`src/hdl/assert_macros.svh`:
```
// Assertion macros shared by the timer deadline queue RTL.
// No dependencies; included by the modules that carry assertions.
`ifndef ASSERT_MACROS_SVH
`define ASSERT_MACROS_SVH

// Concurrent check on the rising clock, off while the active-low reset is held.
`define TDQ_ASSERT(name, clk, rst_n, prop) \
    name: assert property (@(posedge clk) disable iff (!rst_n) prop) \
        else $error("tdq assertion failed");

// Concurrent check that a condition never holds outside reset.
`define TDQ_NEVER(name, clk, rst_n, cond) \
    name: assert property (@(posedge clk) disable iff (!rst_n) !(cond)) \
        else $error("tdq forbidden condition seen");

`endif

```
`src/hdl/tdq_pkg.sv`:
```
// Shared types and constants of the timer deadline queue.
// No dependencies; imported by every module of the block but tdq_ram.
package tdq_pkg;

    localparam int CAPACITY_DEF  = 64;
    localparam int TIME_BITS_DEF = 48;
    localparam int MAX_RESULTS   = 64;
    localparam int CNT_W         = $clog2(MAX_RESULTS + 1);
    localparam int HANDLE_W      = 32;
    localparam int DELAY_W       = 32;
    localparam int NEW_TIME_W    = 48;
    localparam int ELAPSED_W     = 48;
    localparam int SEQ_W         = 16;
    localparam int MODE_W        = 2;

    localparam logic [MODE_W-1:0] MODE_ADD    = 2'd0;
    localparam logic [MODE_W-1:0] MODE_UPDATE = 2'd1;
    localparam logic [MODE_W-1:0] MODE_CLEAR  = 2'd2;

    typedef enum logic [1:0] {
        OP_ADD,
        OP_UPDATE,
        OP_CLEAR,
        OP_NOP
    } t_op;

    typedef struct packed {
        t_op                   op;
        logic [HANDLE_W-1:0]   cb;
        logic [HANDLE_W-1:0]   arg;
        logic [DELAY_W-1:0]    delay;
        logic [NEW_TIME_W-1:0] new_time;
    } t_cmd;

    // Command handoff from the front queue to the execution engine.
    typedef struct packed {
        logic valid;
        t_cmd cmd;
    } t_cmd_if;

endpackage

```
`src/hdl/tdq_front.sv`:
```
// Front end: accepts input beats, decodes the mode and queues commands.
// Depends on tdq_pkg and assert_macros.svh.
`include "assert_macros.svh"
module tdq_front import tdq_pkg::*; (
    input  logic                  i_clk,
    input  logic                  i_rst_n,
    input  logic                  i_in_valid,
    output logic                  o_in_stall,
    input  logic [MODE_W-1:0]     i_mode,
    input  logic [HANDLE_W-1:0]   i_callback_handle,
    input  logic [HANDLE_W-1:0]   i_argument_handle,
    input  logic [DELAY_W-1:0]    i_delay_ticks,
    input  logic [NEW_TIME_W-1:0] i_new_time,
    output t_cmd_if               o_cmd,
    input  logic                  i_pop
);

    localparam int QD = 2;

    t_cmd       r_q [QD];
    logic       r_wp;
    logic       r_rp;
    logic [1:0] r_cnt;
    t_cmd       w_cmd;
    logic       w_push;
    logic       w_pop;

    always_comb begin
        w_cmd.cb       = i_callback_handle;
        w_cmd.arg      = i_argument_handle;
        w_cmd.delay    = i_delay_ticks;
        w_cmd.new_time = i_new_time;
        case (i_mode)
            MODE_ADD:    w_cmd.op = OP_ADD;
            MODE_UPDATE: w_cmd.op = OP_UPDATE;
            MODE_CLEAR:  w_cmd.op = OP_CLEAR;
            default:     w_cmd.op = OP_NOP;
        endcase
    end

    assign o_in_stall = (r_cnt == 2'(QD));
    assign w_push     = i_in_valid && !o_in_stall;
    assign w_pop      = i_pop && (r_cnt != 2'd0);
    assign o_cmd.valid = (r_cnt != 2'd0);
    assign o_cmd.cmd   = r_q[r_rp];

    always_ff @(posedge i_clk) begin
        if (w_push) begin
            r_q[r_wp] <= w_cmd;
        end
        if (!i_rst_n) begin
            r_wp  <= 1'b0;
            r_rp  <= 1'b0;
            r_cnt <= 2'd0;
        end else begin
            if (w_push) begin
                r_wp <= ~r_wp;
            end
            if (w_pop) begin
                r_rp <= ~r_rp;
            end
            r_cnt <= r_cnt + 2'(w_push) - 2'(w_pop);
        end
    end

    `TDQ_NEVER(a_cnt_range, i_clk, i_rst_n, r_cnt > 2'(QD))
    `TDQ_NEVER(a_pop_empty, i_clk, i_rst_n, i_pop && (r_cnt == 2'd0))

endmodule

```
`config.mk`:
```
export PLATFORM = sky130hd
export DESIGN_NAME = tdq_front
export DESIGN_NICKNAME = d
export VERILOG_FILES = /design/src/hdl/tdq_pkg.sv /design/src/hdl/tdq_front.sv
export VERILOG_INCLUDE_DIRS = /design/src /design/src/hdl
export SDC_FILE = /design/constraint.sdc
export NUM_CORES = 1
export LEC_CHECK = 0
export ABC_AREA = 0
export BUFFER_PORTS_ARGS = -buffer_cell sky130_fd_sc_hd__buf_2
export CORE_ASPECT_RATIO = 0.5
export CORE_UTILIZATION = 30
export DETAILED_ROUTE_END_ITERATION = 12
export PLACE_DENSITY = 0.57
export SLEW_MARGIN = 20
export SYNTH_ARGS = -nofsm -noshare
export SYNTH_HDL_FRONTEND = slang
export SYNTH_SLANG_ARGS = --single-unit
```
`constraint.sdc`:
```
create_clock -name i_clk -period 8.65 [get_ports i_clk]
set_clock_uncertainty 0.15 [all_clocks]
set_input_delay 0.865 -clock i_clk [delete_from_list [all_inputs] [get_ports i_clk]]
set_output_delay 0.865 -clock i_clk [all_outputs]
set_load 0.1 [all_outputs]
```
## Word-level counts from Yosys, hierarchy flattened

Memories as Yosys holds them, arrays and structs flattened. A register that Yosys moved wholly into a read port is not among the register bits.
Cells that the tools add are included.

- Add/subtract/negate cells: 2
- Equal/unequal tests: 3
- Mux-type cells: 5
- Bitwise gates (word level): 2
- Reductions and logical operators: 5

Operators by type and width:

| cell | number |
|---|---|
| 2-bit one-hot mux with 3 select lines | 1 |
| 2-bit equality test (second input constant) | 2 |
| 1-bit 2-to-1 mux | 4 |
| 2-bit by 1-bit adder with 2-bit output | 1 |
| 2-bit by 1-bit equality test with 1-bit output (second input constant) | 1 |
| 1-bit logical AND | 2 |
| 2-bit zero test | 1 |
| 1-bit NOT | 2 |
| 2-bit nonzero test | 1 |
| 2-bit by 1-bit subtractor with 2-bit output | 1 |
| 1-bit zero test | 1 |

- Register bits after elaboration: 4
- RAM bits: 292
- Input port bits: 150
- Logic and storage cells: 21
- Memories: 1

Memories:

| name | depth | width | read ports | clocked after Yosys merged registers in | write ports | RTL line | RTL |
|---|---|---|---|---|---|---|---|
| r_q | 2 | 146 | 1 | 1 | 1 | tdq_front.sv:20 | `t_cmd r_q [QD];` |

## Depth between registers and ports, before layout

Gate-level depths: netlist of the first run.

- Depth after elaboration: 5
- Depth in mapped cells: 8

## Worst setup path before layout of the first run

OpenSTA, ideal clock, no wires.

- Kind: input to register
- Start point: input port i_in_valid
- End point: memory r_q[0][0] (netlist bit), enable pin
- Arrival: 7.020 ns
- Required time: 7.847 ns
- Slack: 0.827 ns
- Stages on the path: 2
- Buffers on the path: 0
- Cells stage by stage: nand2_1 > nor2_1

- Cells in the longest elaborated chain, start to end: 3

Ends and longest elaborated chain:

| what | RTL line | RTL |
|---|---|---|
| start: declaration | tdq_front.sv:7 | `input logic i_in_valid,` |
| 1-bit logical AND | tdq_front.sv:42 | `assign w_push = i_in_valid && !o_in_stall;` |
| 1-bit 2-to-1 mux | tdq_front.sv:48 | `if (w_push) begin` |
| 1-bit 2-to-1 mux (implied by the code) | tdq_front.sv:49 | `r_q[r_wp] <= w_cmd;` |
| end: declaration | tdq_front.sv:20 |  |

No other way between the ends.

==> results of run 1 <==
==> per-stage QoR <==
step           instances  utilization, %  cell area, um2
4_1_cts             1295            39.2           13800
3_3_place_gp        1242            36.4           12800
3_5_place_dp        1242            36.4           12800
2_1_floorplan        483               -           10900
5_1_grt             1302            39.3           13800
6_report            1302            39.3           13800
==> cells by family after synthesis <==
kind of cell | synth area share, %
DFF | 81.6
muxes | 15.2
buffers and inverters | 2.06
and+or+nand+nor | 0.599
xor gates and xnor gates | 0.161
adders and majority gates | 0.230
AOI/OAI and AO/OA | 0.0691
==> state kept, by name, summed over array words and instances, names as in the netlist, named ones only <==
name / flops
r_cnt: 2
r_wp: 1
r_rp: 1
r_q: 292
==> worst min-delay path by stage <==
stage | slack, ps | end | startpoint | depth (start not counted)
4_1_cts | 300 | r_q[1][61] | i_delay_ticks[13] | 1
5_1_grt | 300 | r_q[0][105] | i_argument_handle[25] | 1
3_5_place_dp | 360 | r_rp | r_rp | 2
6_report | 330 | r_q[0][105] | i_argument_handle[25] | 1
3_3_place_gp | 350 | r_rp | r_rp | 2
2_1_floorplan | 300 | r_wp | r_wp | 2
==> layout make-up <==
type / count / area [um2] / share of cell area, %
Antenna cell: 7 / 17.5 / 0.127
Clock buffer: 34 / 744 / 5.40
Clock inverter: 19 / 238 / 1.72
Inverter: 3 / 11.3 / 0.0817
Multi-Input combinational cell: 165 / 1780 / 12.9
Sequential cell: 297 / 8870 / 64.4
Tap cell: 475 / 594 / 4.31
Timing Repair Buffer: 302 / 1520 / 11.1
==> placed cells by master (no fill, tap or decap), types with 2 or more instances in the layout <==
master | Yosys | routed
dfxtp_1 | 5 | 4
buf_2 | 0 | 297
and2_1 | 2 | 2
inv_1 | 3 | 3
nor2_1 | 4 | 3
nand2_1 | 2 | 2
edfxtp_1 | 292 | 292
bufinv_16 | 0 | 5
diode_2 | 0 | 7
clkbuf_1 | 2 | 5
clkinv_1 | 0 | 6
mux2_2 | 146 | 146
ha_1 | 2 | 2
nand2b_1 | 2 | 2
clkinv_2 | 0 | 4
buf_4 | 0 | 5
clkbuf_16 | 0 | 29
==> routing by layer <==
layer	GRT usage [%]	wire length, um
met4	5.15	620
met1	13.0	8780
met2	25.6	15000
met5	0	0
met3	2.49	593
==> flow_summary_export.csv, run 1 <==
group,metric,value,unit
placement,port_buffers,297,
clocking,insertion_delay,560,ps
clocking,path_clk_slew,70,ps
logic_synthesis,post_synth_num_cell_types,19,
critical_path,crit_buf_inv,2,
critical_path,slowest_stage,"dfxtp_4",
timing,timing.final.crit_period,4390,ps
routing,routed_via_density,4.24,
critical_path,critical_path.endpoint_type,"primary output",
placement,gp_congestion,0.807,
clocking,cts-buffers-inserted,29,
timing,timing_max_transition_violations_final,0,
die,core_area,0.0351,mm2
critical_path,criticalPathCategory,"flip-flop to primary output",
run_status,run_status,"finished, final reports clean",
critical_path,worst-r2r-cell-count,4,
critical_path,critical_path.cell_chain,"buf_4 -> mux2_2 -> buf_2",
clocking,cts.repair.resized,0,
logic_synthesis,yosys.area.top_type_share,80.7,%
routing,detail_route.wl_per_cell,19.2,um
global_route,globalRouteOverflowTotal,0,
global_route,grt_first_pass_wirelength,35200,um
routing,route.detailed.drc,0,
logic_synthesis,synthesis.yosys.warnings,0,
finish,drive_gt1_share,60.2,%
critical_path,crit_fanout,74,
critical_path,path_depth,3,
finish,layout.nets,950,
critical_path,worstReg2RegEnd,"r_q[1][56]",
critical_path,crit_end,"o_cmd[1]",
critical_path,timing.critical_path.max_delay_family,"buffers and inverters",
die,die_area,0.0370,mm2
clocking,tritoncts,"done",
routing,detail_route.first_pass.iterations,4,
logic_synthesis,syn-num-nets,635,
worst_hold_path,worst_hold_path_type,"input port to flip-flop",
timing,setup_ws,4260,ps
die,initial_utilization,31.0,%
logic_synthesis,synth_top_cells_by_count,"292 x edfxtp_1, 146 x mux2_2, 10 x clkbuf_8, 6 x buf_6, 5 x dfxtp_1",
logic_synthesis,seq_area_frac_synth,81.6,%
timing,timing.hold.ws,334,ps
logic_synthesis,syn-cell-area,0.0109,mm2
finish,syn_to_final_growth,26.9,%
global_route,globalRouteTotalUtil,12.8,%
critical_path,crit-reg2reg-launch,"r_cnt[0]",
routing,count_of_nets_left_with_antenna_violations_after_detail_routing,0,
routing,routed_wl,25000,um
clocking,ctsLongestPathBuffers,3,
die,design.portCount,298,
logic_synthesis,asyncSetResetFlopFracSynth,0,%
logic_synthesis,postSynthRegisterBits,297,
finish,fillerInstances,3276,
timing,fmax,0.228,GHz
critical_path,cpPeakStageDelay,980,ps
timing,setup_tns,0,ps
routing,first_drt_iteration_drcs,282,
logic_synthesis,synth_enable_flop_cells,292,
timing,timing.max_slew.rel_slack,31.3,%
critical_path,regToRegSetupSlack,5400,ps
die,chip_width,271,um
logic_synthesis,post_synth.cell_area_avg,22.5,um2
clocking,postCtsSetupRepairBufs,0,
logic_synthesis,ys_dominant_reg_cell,"edfxtp_1",
global_route,grt_antenna_before_repair,8,
timing,grt_setup_unrepaired,"false",
clocking,cts_hold_buffers,0,
placement,placement.setup.worst_slack,4810,ps
critical_path,startpoint_type,"flip-flop",
placement,place_hpwl,16900,um
global_route,grt_pass1_vias,5835,
timing,max_slew.worst_pin.slew,1030,ps
clocking,clock_tree.htree_level_count,1,
logic_synthesis,syn-instance-count,483,
logic_synthesis,synthMostInstantiatedCell,"edfxtp_1",
die,die_y,137,um
timing,finalHoldViolCount,0,
timing,setup_violations,0,
timing,finalCritPeriodShare,50.8,%
clocking,clock_sinks,297,
critical_path,worst-endpoint-arrival,3380,ps
routing,route.vias.total,5526,
die,rows,48,
run,timing.max_cap.violations,0,
critical_path,cp_data_required_time,7640,ps
logic_synthesis,synth_area_leaders,"edfxtp_1 81%, mux2_2 15%, clkbuf_8 1.3%, dfxtp_1 0.92%, buf_6 0.62%",
global_route,maximum_number_of_pins_on_one_net_before_global_route_repair,75,
logic_synthesis,synth_area_leader_cell,"edfxtp_1",
clocking,clock-root-buffer,"clkbuf_16",
Power of run 1 is left out: the tool's default activity adds up to more than one toggle a clock period on the data nets, which glitch-free logic cannot reach.
==> run 2: changes to the inputs <==
- PLACE_DENSITY: 0.57 -> 0.58
- clock period: 8.65 -> 4 ns (I/O delays scaled with it)
==> run 2 against run 1 <==
Die area is the same. Final cell count grew 11%. Via count grew 10%. Non-clock buffer count grew 147. Critical path depth is the same. Worst hold slack lost 210 ps. Worst setup slack lost 3100 ps. Global-route usage grew 0.22 points. Wire length grew 1.2%. Count of clock-buffer cells in the layout is the same. Register-to-register slack lost 3500 ps. Sequential cell count is the same.
==> flow_summary_export.csv, run 2 (synthesis gave the netlist of run 1 again) <==
group,metric,value,unit
run_status,run_status,"finished, final reports clean",
critical_path,worst-endpoint-arrival,2300,ps
timing,timing.max_slew.rel_slack,34.2,%
timing,setup_violations,0,
finish,antenna-diode-count,0,
placement,gp_congestion,0.833,
timing,max_slew.worst_pin.slew,987,ps
finish,footprint_of_the_multi_input_gates,0.00178,mm2
finish,final_cell_mix,"297 x buf_2, 292 x edfxtp_1, 147 x dlygate4sd3_1",
critical_path,startpoint_type,"flip-flop",
clocking,ctsLongestPathBuffers,3,
critical_path,crit_fanout,73,
global_route,grt_antenna_before_repair,1,
finish,top_register,"r_q",
finish,drive_gt1_share,50.5,%
finish,registers_with_the_most_flip_flops,"r_q: 292 flops, r_cnt: 2 flops",
placement,place_hpwl,16300,um
clocking,tritoncts,"done",
global_route,grt_first_pass_wirelength,37000,um
routing,first_drt_iteration_drcs,311,
timing,timing_max_transition_violations_final,0,
finish,flip_flop_count_of_the_largest_register_all_copies_and_words_added,292,
timing,finalCritPeriodShare,71.2,%
die,die_area,0.0370,mm2
finish,layout.nets,1097,
global_route,maximum_number_of_pins_on_one_net_before_global_route_repair,147,
die,initial_utilization,31.0,%
clocking,postCtsSetupRepairBufs,0,
die,core_area,0.0351,mm2
finish,fin_util,43.2,%
routing,routed_wl,25300,um
routing,routed_via_density,4.23,
die,die_y,137,um
clocking,cts-buffers-inserted,29,
clocking,clock_sinks,297,
clocking,insertion_delay,540,ps
timing,setup_tns,0,ps
placement,port_buffers,297,
finish,final-seq-area,0.00887,mm2
timing,grt_setup_unrepaired,"false",
routing,detail_route.wl_per_cell,17.5,um
run,timing.max_cap.violations,0,
finish,postLayoutCellArea,0.0152,mm2
finish,syn_to_final_growth,39.6,%
finish,final_common_cell,"buf_2",
die,rows,48,
routing,route.detailed.drc,0,
timing,fmax,0.351,GHz
critical_path,slowest_stage,"dfxtp_4",
routing,count_of_nets_left_with_antenna_violations_after_detail_routing,0,
clocking,clock_tree.htree_level_count,1,
routing,route.vias.total,6088,
global_route,grt_pass1_vias,6553,
die,design.portCount,298,
timing,timing.final.crit_period,2850,ps
routing,detail_route.first_pass.iterations,6,
global_route,globalRouteTotalUtil,13.0,%
global_route,globalRouteOverflowTotal,0,
clocking,clock-root-buffer,"clkbuf_16",
clocking,path_clk_slew,60,ps
critical_path,critical_path.cell_chain,"buf_12 -> mux2_2 -> buf_2",
die,chip_width,271,um
timing,timing.hold.ws,126,ps
critical_path,cp_data_required_time,3450,ps
worst_hold_path,worst_hold_path_type,"input port to flip-flop",
finish,fillerInstances,3153,
critical_path,critical_path.endpoint_type,"primary output",
critical_path,criticalPathCategory,"flip-flop to primary output",
placement,place_area,0.0128,mm2
timing,finalHoldViolCount,0,
critical_path,cpPeakStageDelay,580,ps
## run 2: changes by cell type in the layout (fill, tap and decap cells not counted), sizes merged
cell         change
dlygate4sd3    +147
diode            -7
bufinv           -3
clkinv           +2
inv              -2
clkinvlp         +1
## run 2: routing by layer
layer | GRT usage, % | wire length, um
met2 | 25.3 | 14500
met5 | 0 | 13
met1 | 14.0 | 9200
met3 | 2.12 | 618
met4 | 5.40 | 949
## run 2: cell type report
| type | count | share of cell area, % |
|---|---|---|
| Sequential cell | 297 | 58.5 |
| Inverter | 3 | 0.0742 |
| Clock buffer | 34 | 4.91 |
| Clock inverter | 17 | 0.858 |
| Multi-Input combinational cell | 165 | 11.7 |
| Timing Repair Buffer | 449 | 20.0 |
| Tap cell | 475 | 3.92 |
## run 2: what timing repair did
action	CTS	global route
resized for setup	0	0
endpoints found under the hold margin	297	0
hold buffers	147	0
## run 2: per-stage QoR
stage | instances | worst slack, ps
3_3_place_gp | 1242 | 1690
6_report | 1440 | 1150
2_1_floorplan | 483 | 653
5_1_grt | 1440 | 1010
3_5_place_dp | 1242 | 1670
4_1_cts | 1440 | 1080
## run 2: final timing paths
| kind | from | to | slack, ps | cells after the start |
|---|---|---|---|---|
| max | flip-flop | o_cmd[50] | 1150 | 3 |
| min | i_in_valid | r_wp | 130 | 3 |
| max reg2reg | r_cnt[0] | r_q[0][37] | 1880 | 4 |
| min reg2reg | r_wp | r_wp | 380 | 2 |
## run 2: worst max-delay path: cells and delay by family, from the launching register on
| family | cells | cell delay [ps] |
|---|---|---|
| buf+inv | 2 | 710 |
| mux | 1 | 400 |
| flops | 1 | 580 |
Power of run 2 is left out for the same reason.
==> run 3: changes to the inputs <==
- clock period: 4 -> 2.3 ns (I/O delays scaled with it)
==> run 3 against run 2 <==
Worst hold slack improved by 130 ps. Sequential cell count did not move. Die area did not move. Largest cell class unchanged. Final cell count rose by 2.6%. Register-to-register slack got worse by 1400 ps. First-iteration DRC count fell by 2.6%. Critical path depth rose by 1. Critical endpoint is now o_cmd[34]. Global-route usage rose by 1.1 points. Critical path type unchanged. Wire length rose by 12%. Worst setup slack got worse by 1100 ps. Non-clock buffer count rose by 37.
==> flow_summary_export.csv, run 3 (synthesis gave the netlist of run 1 again) <==
group,metric,value,unit
run_status,run_status,"finished, final reports clean",
critical_path,worst-r2r-cell-count,7,
clocking,clock_tree.htree_level_count,1,
critical_path,criticalPathCategory,"flip-flop to primary output",
clocking,insertion_delay,540,ps
die,die_area,0.0370,mm2
finish,final-instance-count-excl-fill,1477,
global_route,maximum_number_of_pins_on_one_net_before_global_route_repair,54,
clocking,ctsLongestPathBuffers,3,
power,worst_voltage_drop_across_the_vdd_grid,675,uV
die,rows,48,
placement,placedCellCount,1257,
finish,final-seq-area,0.00887,mm2
power,p_per_area,1490,mW/mm2
timing,timing.max_slew.rel_slack,67.8,%
placement,gp_congestion,0.828,
global_route,globalRouteOverflowTotal,0,
critical_path,crit-reg2reg-launch,"r_cnt[1]",
critical_path,cpPeakStageDelay,400,ps
critical_path,regToRegSetupSlack,510,ps
finish,final_common_cell,"edfxtp_1",
timing,timing.final.crit_period,2260,ps
critical_path,worst-endpoint-arrival,1880,ps
routing,route.detailed.drc,0,
clocking,cts-buffers-inserted,28,
clocking,clock-root-buffer,"clkbuf_16",
finish,final_cell_mix,"292 x edfxtp_1, 151 x buf_2, 149 x dlygate4sd3_1",
placement,port_buffers,297,
timing,grt_setup_unrepaired,"true",
timing,finalCritPeriodShare,98.4,%
routing,detail_route.first_pass.iterations,5,
placement,placement.setup.worst_slack,369,ps
finish,footprint_of_the_multi_input_gates,0.00187,mm2
routing,first_drt_iteration_drcs,303,
finish,layout.nets,1133,
critical_path,worstReg2RegEnd,"r_cnt[1]",
critical_path,cp_data_required_time,1920,ps
die,core_area,0.0351,mm2
die,design.portCount,298,
critical_path,startpoint_type,"flip-flop",
global_route,grt_pass1_vias,6876,
critical_path,critical_path.endpoint_type,"primary output",
die,chip_width,271,um
die,initial_utilization,31.0,%
timing,finalHoldViolCount,0,
clocking,clock_sinks,297,
global_route,globalRouteTotalUtil,14.1,%
finish,top_register,"r_q",
timing,setup_ws,37.5,ps
routing,route.vias.total,6309,
finish,postLayoutCellArea,0.0172,mm2
critical_path,critical_path.cell_chain,"buf_6 -> clkbuf_16 -> mux2_2 -> buf_4",
timing,max_slew.worst_pin.slew,486,ps
clocking,tritoncts,"done",
finish,fillerInstances,2903,
timing,timing_max_transition_violations_final,0,
finish,flip_flop_count_of_the_largest_register_all_copies_and_words_added,292,
global_route,grt_first_pass_wirelength,39500,um
critical_path,slowest_stage,"dfxtp_4",
placement,place_hpwl,18600,um
worst_hold_path,worst_hold_path_type,"input port to flip-flop",
routing,routed_via_density,4.27,
die,die_y,137,um
critical_path,path_depth,4,
critical_path,crit_fanout,9,
finish,registers_with_the_most_flip_flops,"r_q: 292 flops, r_cnt: 2 flops",
timing,fmax,0.442,GHz
global_route,grt_antenna_before_repair,1,
routing,routed_wl,28300,um
run,timing.max_cap.violations,0,
routing,count_of_nets_left_with_antenna_violations_after_detail_routing,0,
timing,setup_violations,0,
finish,syn_to_final_growth,58.1,%
clocking,path_clk_slew,60,ps
timing,setup_tns,0,ps
critical_path,timing.critical_path.max_delay_family,"buffers and inverters",
power,p_leak,6.47,nW
power,power.total,25.6,mW
placement,place_area,0.0142,mm2
finish,drive_gt1_share,53.1,%
critical_path,crit_buf_inv,3,
critical_path,crit_end,"o_cmd[34]",
routing,detail_route.wl_per_cell,19.1,um
## run 3: changes by cell type in the layout (fill, tap and decap cells not counted), sizes merged
cell / change
buf: +27
bufinv: +2
clkbuf: +6
clkinv: -3
clkinvlp: +1
diode: +1
dlygate4sd3: +2
inv: +1
## run 3: worst min path at each step
stage	start	depth (start not counted)	end	slack [ps]
4_1_cts	i_new_time[8]	2	r_q[0][8]	220
6_report	i_argument_handle[19]	2	r_q[1][99]	260
3_5_place_dp	i_argument_handle[14]	1	r_q[1][94]	270
3_3_place_gp	i_delay_ticks[14]	1	r_q[0][62]	270
2_1_floorplan	i_new_time[0]	0	r_q[0][0]	180
5_1_grt	i_callback_handle[13]	2	r_q[1][125]	240
## run 3: worst register-to-register path, cell delays in order (launching register included)
cell     delay (ps)
dfxtp_1         370
o21a_1          240
ha_1            280
inv_1            40
ha_1            170
xor2_1          150
and2_1          160
nor3_1          150
## run 3: metrics by stage
stage / util [%] / hold slack [ps]
after floorplan: - / 179
after global placement: 40.4 / 268
after detailed placement: 40.4 / 272
after CTS: 47.9 / 217
after global routing: 48.9 / 235
final: 48.9 / 256
## run 3: routing by layer
layer	up-vias	part of all wire [%]	GRT usage (%)	wire length, um
li1	2919	-	-	-
met1	3233	37	15.0	10500
met2	102	57	28.3	16200
met3	55	2.4	2.04	690
met4	0	3.2	5.12	908
met5	-	0	0	0
## run 3: timing repair
| item | CTS | global route |
|---|---|---|
| cloned | 0 | 6 |
| hold buffers | 149 | 0 |
| buffers inserted | 3 | 11 |
| resized for setup | 61 | 84 |
| endpoints found under the hold margin | 297 | 0 |
| setup endpoints to repair | 132 | 91 |
## run 3: layout make-up
class | count | area share (%)
antenna | 1 | 0.0146
clock buffer | 32 | 4.29
clock inverter | 18 | 1.14
inverter | 3 | 0.0656
multi-input combinational | 165 | 10.9
sequential | 297 | 51.7
tap | 475 | 3.46
timing repair buffer | 486 | 28.5
## run 3: power breakdown
group | total, mW | internal (mW) | switching [mW]
logic | 13.7 | 4.34 | 9.34
clock network | 4.73 | 2.74 | 1.99
registers | 7.20 | 6.97 | 0.235
total | 25.6 | 14.1 | 11.6
Power figures use the tool's default switching activity.
